<file path="src/rtl/symbol_frequency_table_sort_assert.svh">
// Assertion macros for the symbol frequency table.
// Needs clk and rst_n in the including scope.
`ifndef SYMBOL_FREQUENCY_TABLE_SORT_ASSERT_SVH
`define SYMBOL_FREQUENCY_TABLE_SORT_ASSERT_SVH
`ifndef ASSERT_OFF
`define ASSERT_CLK(name, prop, msg) \
  name: assert property (@(posedge clk) disable iff (!rst_n) prop) else $error(msg);
`define ASSERT_NEVER(name, cond, msg) \
  name: assert property (@(posedge clk) disable iff (!rst_n) !(cond)) else $error(msg);
`else
`define ASSERT_CLK(name, prop, msg)
`define ASSERT_NEVER(name, cond, msg)
`endif
`endif

</file>
<file path="src/rtl/sfts_pkg.sv">
// Shared constants, types and command/status bundles for the frequency table.
// No dependencies.
package sfts_pkg;
  localparam int TABLE_DEPTH = 256;
  localparam int COUNT_WIDTH = 32;
  localparam int IDX_W = (TABLE_DEPTH > 1) ? $clog2(TABLE_DEPTH) : 1;
  localparam int CNT_W = $clog2(TABLE_DEPTH + 1);
  localparam int SYM_W = 8;
  localparam int FREQ_W = 32;
  localparam int DIST_W = 9;

  localparam logic [1:0] MODE_COUNT = 2'd0;
  localparam logic [1:0] MODE_SORT  = 2'd1;
  localparam logic [1:0] MODE_READ  = 2'd2;

  // table read address selects
  localparam logic [2:0] RA_MAP = 3'd0;
  localparam logic [2:0] RA_POS = 3'd1;
  localparam logic [2:0] RA_I   = 3'd2;
  localparam logic [2:0] RA_IM1 = 3'd3;
  localparam logic [2:0] RA_JM2 = 3'd4;

  typedef struct packed {
    logic [SYM_W-1:0]       sym;
    logic [COUNT_WIDTH-1:0] cnt;
  } entry_t;

  typedef struct packed {
    logic       ld_in;
    logic       cnt_lookup;
    logic       cnt_upd;
    logic       rd_out;
    logic       zero_out;
    logic       sort_init;
    logic       key_ld;
    logic       shift;
    logic       put;
    logic [2:0] raddr_sel;
  } cmd_t;

  typedef struct packed {
    logic pos_ok;
    logic small_tab;
    logic gt;
    logic j_one;
    logic i_last;
  } stat_t;
endpackage

</file>
<file path="src/rtl/sfts_ctrl.sv">
// Controller FSM sequencing count, read and insertion-sort operations.
// Depends on sfts_pkg.
module sfts_ctrl
  import sfts_pkg::*;
(
  input  logic       clk,
  input  logic       rst_n,
  input  logic       start,
  input  logic [1:0] in_mode,
  input  stat_t      stat,
  output cmd_t       cmd,
  output logic       busy
);
  localparam logic [2:0] ST_IDLE  = 3'd0;
  localparam logic [2:0] ST_CTAB  = 3'd1;
  localparam logic [2:0] ST_CUPD  = 3'd2;
  localparam logic [2:0] ST_ROUT  = 3'd3;
  localparam logic [2:0] ST_SKEY  = 3'd4;
  localparam logic [2:0] ST_SKEYL = 3'd5;
  localparam logic [2:0] ST_SCMP  = 3'd6;
  localparam logic [2:0] ST_SPUT  = 3'd7;

  logic [2:0] state_r, state_nxt;

  always_comb begin
    state_nxt     = state_r;
    cmd           = '0;
    cmd.raddr_sel = RA_I;
    unique case (state_r)
      ST_IDLE: begin
        cmd.raddr_sel = RA_POS;
        if (start) begin
          cmd.ld_in = 1'b1;
          unique case (in_mode)
            MODE_COUNT: state_nxt = ST_CTAB;
            MODE_SORT: begin
              if (stat.small_tab) begin
                cmd.zero_out = 1'b1;
              end else begin
                cmd.sort_init = 1'b1;
                state_nxt     = ST_SKEY;
              end
            end
            MODE_READ: begin
              if (stat.pos_ok) state_nxt = ST_ROUT;
              else cmd.zero_out = 1'b1;
            end
            default: cmd.zero_out = 1'b1;
          endcase
        end
      end
      ST_CTAB: begin
        cmd.raddr_sel  = RA_MAP;
        cmd.cnt_lookup = 1'b1;
        state_nxt      = ST_CUPD;
      end
      ST_CUPD: begin
        cmd.cnt_upd = 1'b1;
        state_nxt   = ST_IDLE;
      end
      ST_ROUT: begin
        cmd.rd_out = 1'b1;
        state_nxt  = ST_IDLE;
      end
      ST_SKEY: state_nxt = ST_SKEYL;
      ST_SKEYL: begin
        cmd.key_ld    = 1'b1;
        cmd.raddr_sel = RA_IM1;
        state_nxt     = ST_SCMP;
      end
      ST_SCMP: begin
        cmd.raddr_sel = RA_JM2;
        if (stat.gt) begin
          cmd.shift = 1'b1;
          if (stat.j_one) state_nxt = ST_SPUT;
        end else begin
          state_nxt = ST_SPUT;
        end
      end
      ST_SPUT: begin
        cmd.put = 1'b1;
        if (stat.i_last) begin
          cmd.zero_out = 1'b1;
          state_nxt    = ST_IDLE;
        end else begin
          state_nxt = ST_SKEY;
        end
      end
      default: state_nxt = ST_IDLE;
    endcase
  end

  always_ff @(posedge clk) begin
    if (!rst_n) begin
      state_r <= ST_IDLE;
    end else begin
      state_r <= state_nxt;
    end
  end

  assign busy = state_r != ST_IDLE;
endmodule
</file>
<file path="config.mk">
export PLATFORM = sky130hd
export DESIGN_NAME = sfts_ctrl
export DESIGN_NICKNAME = d
export VERILOG_FILES = /design/src/rtl/symbol_frequency_table_sort_assert.svh /design/src/rtl/sfts_pkg.sv /design/src/rtl/sfts_ctrl.sv
export SDC_FILE = /design/constraint.sdc
export NUM_CORES = 1
export LEC_CHECK = 0
export ABC_AREA = 1
export BUFFER_PORTS_ARGS = -buffer_cell sky130_fd_sc_hd__buf_4
export CAP_MARGIN = 20
export CELL_PAD_IN_SITES_DETAIL_PLACEMENT = 0
export CELL_PAD_IN_SITES_GLOBAL_PLACEMENT = 1
export CORE_UTILIZATION = 26
export CTS_CLUSTER_SIZE = 24
export DETAILED_ROUTE_END_ITERATION = 8
export PLACE_DENSITY_LB_ADDON = 0.1
export REMOVE_ABC_BUFFERS = 1
export SLEW_MARGIN = 10
export SYNTH_ARGS = -nofsm -noshare
export SYNTH_HDL_FRONTEND = slang
export SYNTH_SLANG_ARGS = --single-unit
</file>
<file path="constraint.sdc">
create_clock -name clk -period 1.5 [get_ports clk]
set_input_delay 0.15 -clock clk [delete_from_list [all_inputs] [get_ports clk]]
set_output_delay 0.15 -clock clk [all_outputs]
set_load 0.05 [all_outputs]
</file>
**Word-level counts from Yosys, hierarchy flattened**

Index checks and enable logic that the tools add are counted.

- Register bits after elaboration: 3
- Bits in latches: 0
- Bits in writable memories: 0
- Memory bits (read-only): 0
- Input bits: 10
- Output and inout bits: 13
- Word-level logic and storage cells: 47
- Memories: 0

- $add $sub $neg: 0
- $mul: 0
- Div/mod/pow operators: 0
- Order comparisons: 0
- Eq/ne operators: 14
- Shift-type cells: 0
- Multiplexer cells: 27
- Bitwise logic cells: 0
- Reductions and logical operators: 5

Operators by type and width:

| cell | count |
|---|---|
| one-hot mux 3 bit (7 select lines) | 1 |
| two-way mux 3 bit | 6 |
| two-way mux 1 bit | 15 |
| == test 3 bit, second input constant | 4 |
| one-hot mux 3 bit (4 select lines) | 1 |
| inequality test 3 bit, second input constant | 3 |
| one-hot mux 3 bit (3 select lines) | 1 |
| == test 3 x 2 -> 1 bit, second input constant | 2 |
| AND reduction 5 bit | 1 |
| inequality test 4 x 1 -> 1 bit, second input constant | 1 |
| == test 3 x 1 -> 1 bit, second input constant | 1 |
| zero test 3 bit | 1 |
| one-hot mux 1 bit (3 select lines) | 1 |
| nonzero test 3 bit | 1 |
| == test 2 x 1 -> 1 bit, second input constant | 1 |
| == test 2 bit, second input constant | 1 |
| zero test 2 bit | 1 |
| two-way mux 2 bit | 1 |
| inequality test 2 bit, second input constant | 1 |
| one-hot mux 1 bit (2 select lines) | 1 |
| OR reduction 2 bit | 1 |

**Logic depth before layout (Yosys ltp)**

- Depth in word-level cells: 4
- Depth in mapped cells: 8
- Gate-level depth less buffers: 8

**Least setup slack after synthesis**

Ideal clock, no wire load.

- Kind: reg2out
- From: reg state_r[0]
- To: out cmd[1] (netlist bit)
- Data arrival time: 1741 ps
- Data required time: 1350 ps
- Slack: -391 ps
- Cell stages (with the launch flop): 5
- Path buffers: 0
- Path through: dfxtp_1 nand2_1 nor2_1 inv_1 nand2_1

RTL lines:

| what | line | source |
|---|---|---|
| start: declaration | sfts_ctrl.sv:23 | `logic [2:0] state_r, state_nxt;` |
| start signal: assignment | sfts_ctrl.sv:97 | `state_r <= state_nxt;` |
| end: declaration | sfts_ctrl.sv:11 | `output cmd_t cmd,` |

==> results.md <==
- Area added between synthesis and finish: 76.2%
- Area leader, netlist: dfxtp_1
- Multi-input gate area: 241 um^2
- Placed cell count: 93
- Clock sink count: 3
- Max-Cap Viols: 0
- # diodes: 0
- Worst-skew pair later-pin latency: 0.24 ns
- # rows: 12
- Worst Tran Pin Value: 0.191 ns
- Outcome: finished clean
- Hold_buf cts: 0
- Placed inst area: 529 um^2
- Longest Clk Path Bufs: 2
- Top post-synthesis cells by area: dfxtp_1 (17%), nand2_1 (15%), nand2_4 (9.7%)
- H-tree depth: 1
- P_leak: 0.349 nW
- Total CTS buffers: 3
- Final Non-Filler Cells: 102
- Initial antenna violation count: 0
- WS Path Type: register to output pin
- Setup violations, final: 0
- Setup TNS: 0 ns
- ANT nets after route: 0
- Gr ovfl total: 0
- Die ar.: 1480 um^2
- Synth top area share: 0.173
- Fin crit share: 0.946
- # IOs: 23
- Detailed Routing Iterations Pass 1: 4
- Endpoint type of the worst setup path: output pin
- Clk root buf: clkbuf_4
- Dpl ws: 0.185 ns
- Min-delay worst type: input pin to register
- DRC viols: 0
- Clock-pin slew on the worst setup and hold paths: 0.04 ns
- Achievable frequency: 704 MHz
- Ys Warns: 0
- Die W: 38.5 um
- WL per Instance: 8.54 um
- GRT Total Usage: 0.143
- Power Density: 1610 nW/um^2
- IR drop worst, VDD: 0.000793 V
- Routed WL: 871 um
- Synthesized instance count: 57
- Min cycle time layout: 1.42 ns
- Slew HR: 0.872
- Final hold viol count: 0
- Average size of a mapped cell: 6.08 um^2
- Starting density of the core: 0.296
- Post-Syn Area: 347 um^2
- Design Power: 985 uW
- Reg with most FFs: state_r
- Fraction of layout cells with a size suffix above 1: 0.568
- R2R depth: 9
- Via/cell ratio: 4.32
- First-pass GRT wire length: 1.41 mm
- Register area share after synthesis: 0.173
- Final core occ: 0.521
- FF-to-FF End: state_r[1]$_SDFFE_PN0P_
- Storage cell area: 66.3 um^2
- Post-synthesis register bit count: 3
- Crit path from: state_r[1]$_SDFFE_PN0P_
- Input/output buffers: 22
- Worst Path Required: 1.35 ns
- Core ar.: 1170 um^2
- Largest registers: state_r x3
- GPL Wtd Cong: 0.725
- Hold WS: 0.176 ns
- Filler Cells Inserted: 122
- Worst endpoint data arrival time: 1.27 ns
- Starting DRT DRC Count: 3
- R2R Setup Slk: 0.29 ns
- Via count: 441
- Die Y: 38.5 um
- CTS tree: built
- Cell variety after synth: 18
- Largest register FFs: 3
- Final setup margin: 0.0805 ns
- Fin area: 611 um^2
- Crit path capture: cmd[7]
- Number of global-route vias before repair: 327
- Fin nets: 99
- Critical path fanouts, max: 5
- Max-slew violations: 0
- Clock Skews: 0.00370 ns
- Reg-to-reg startpoint: state_r[1]$_SDFFE_PN0P_
- Dpl hpwl: 676 um
- Pin count of the biggest net entering global routing: 8
- CP startpoint kind: register
[cells by family after synthesis]
kind of cell | synth area share
AO/OA/AOI/OAI | 0.130
buffers and inverters | 0.144
flip-flops | 0.173
AND/OR/NAND/NOR | 0.552
[where the power goes]
| group | total [mW] | switching [mW] | internal [mW] |
|---|---|---|---|
| Clock | 0.144 | 0.0439 | 0.0998 |
| Sequential | 0.137 | 0.0344 | 0.103 |
| Combinational | 0.704 | 0.443 | 0.261 |
[worst min-delay path by stage]
stage                     startpoint                 endpoint  slack, ns  depth (start not counted)
after floorplan                rst_n  state_r[2]$_SDFFE_PN0P_       0.32                          2
after detailed placement       rst_n  state_r[2]$_SDFFE_PN0P_       0.42                          3
final                          rst_n  state_r[2]$_SDFFE_PN0P_       0.18                          3
after global placement         rst_n  state_r[2]$_SDFFE_PN0P_       0.43                          3
after global routing           rst_n  state_r[2]$_SDFFE_PN0P_       0.20                          3
after CTS                      rst_n  state_r[2]$_SDFFE_PN0P_       0.17                          3
[timing repair]
action	in CTS	in global routing
cloned	0	0
setup buffers	0	5
endpoints found under the setup margin	1	4
endpoints found under the hold margin	0	0
gates resized for setup	3	5
pin swaps	1	2
[area by class of cell]
class,count,area share
clock buffers,4,0.0430
inverters,12,0.0861
multi-input cells,42,0.395
flip-flops and latches,3,0.109
well taps,14,0.0287
repair buffers,27,0.338
[layout by cell type (no fill, tap or decap), types with 2 or more instances in the layout]
cell | netlist | layout
buf_4 | 0 | 26
nand2_1 | 14 | 14
inv_1 | 8 | 8
nor2_1 | 6 | 6
nand2_4 | 3 | 3
nand2_2 | 3 | 3
nand3_1 | 3 | 3
clkbuf_4 | 0 | 3
nor2_4 | 1 | 2
inv_2 | 3 | 2
a21oi_2 | 2 | 2
nor3_2 | 2 | 2
a21oi_1 | 2 | 2
dfxtp_2 | 0 | 2
[layer usage]
metal	vias up	global-route usage	share of wire	wire length, um
met3	2	0.0349	0.063	55
met2	17	0.208	0.46	402
li1	236	-	-	-
met4	0	0.0776	0.024	21
met1	186	0.188	0.45	391
met5	-	0	0	0
[cells in the mapped netlist (all sizes together)]
cell type   n
nand2      20
dfxtp       3
nor3        3
a21o        1
inv        12
nor2        9
nand3       3
o21ai       2
a21oi       4
[critical path, cell delays in order (launching register included)]
cell	delay, ns
dfxtp_2	0.34
nor2_4	0.14
nand2_4	0.08
clkinv_4	0.06
nand2_4	0.05
a21oi_2	0.10
a21o_1	0.11
buf_6	0.15
No activity file was read; power rests on OpenSTA's default activity.
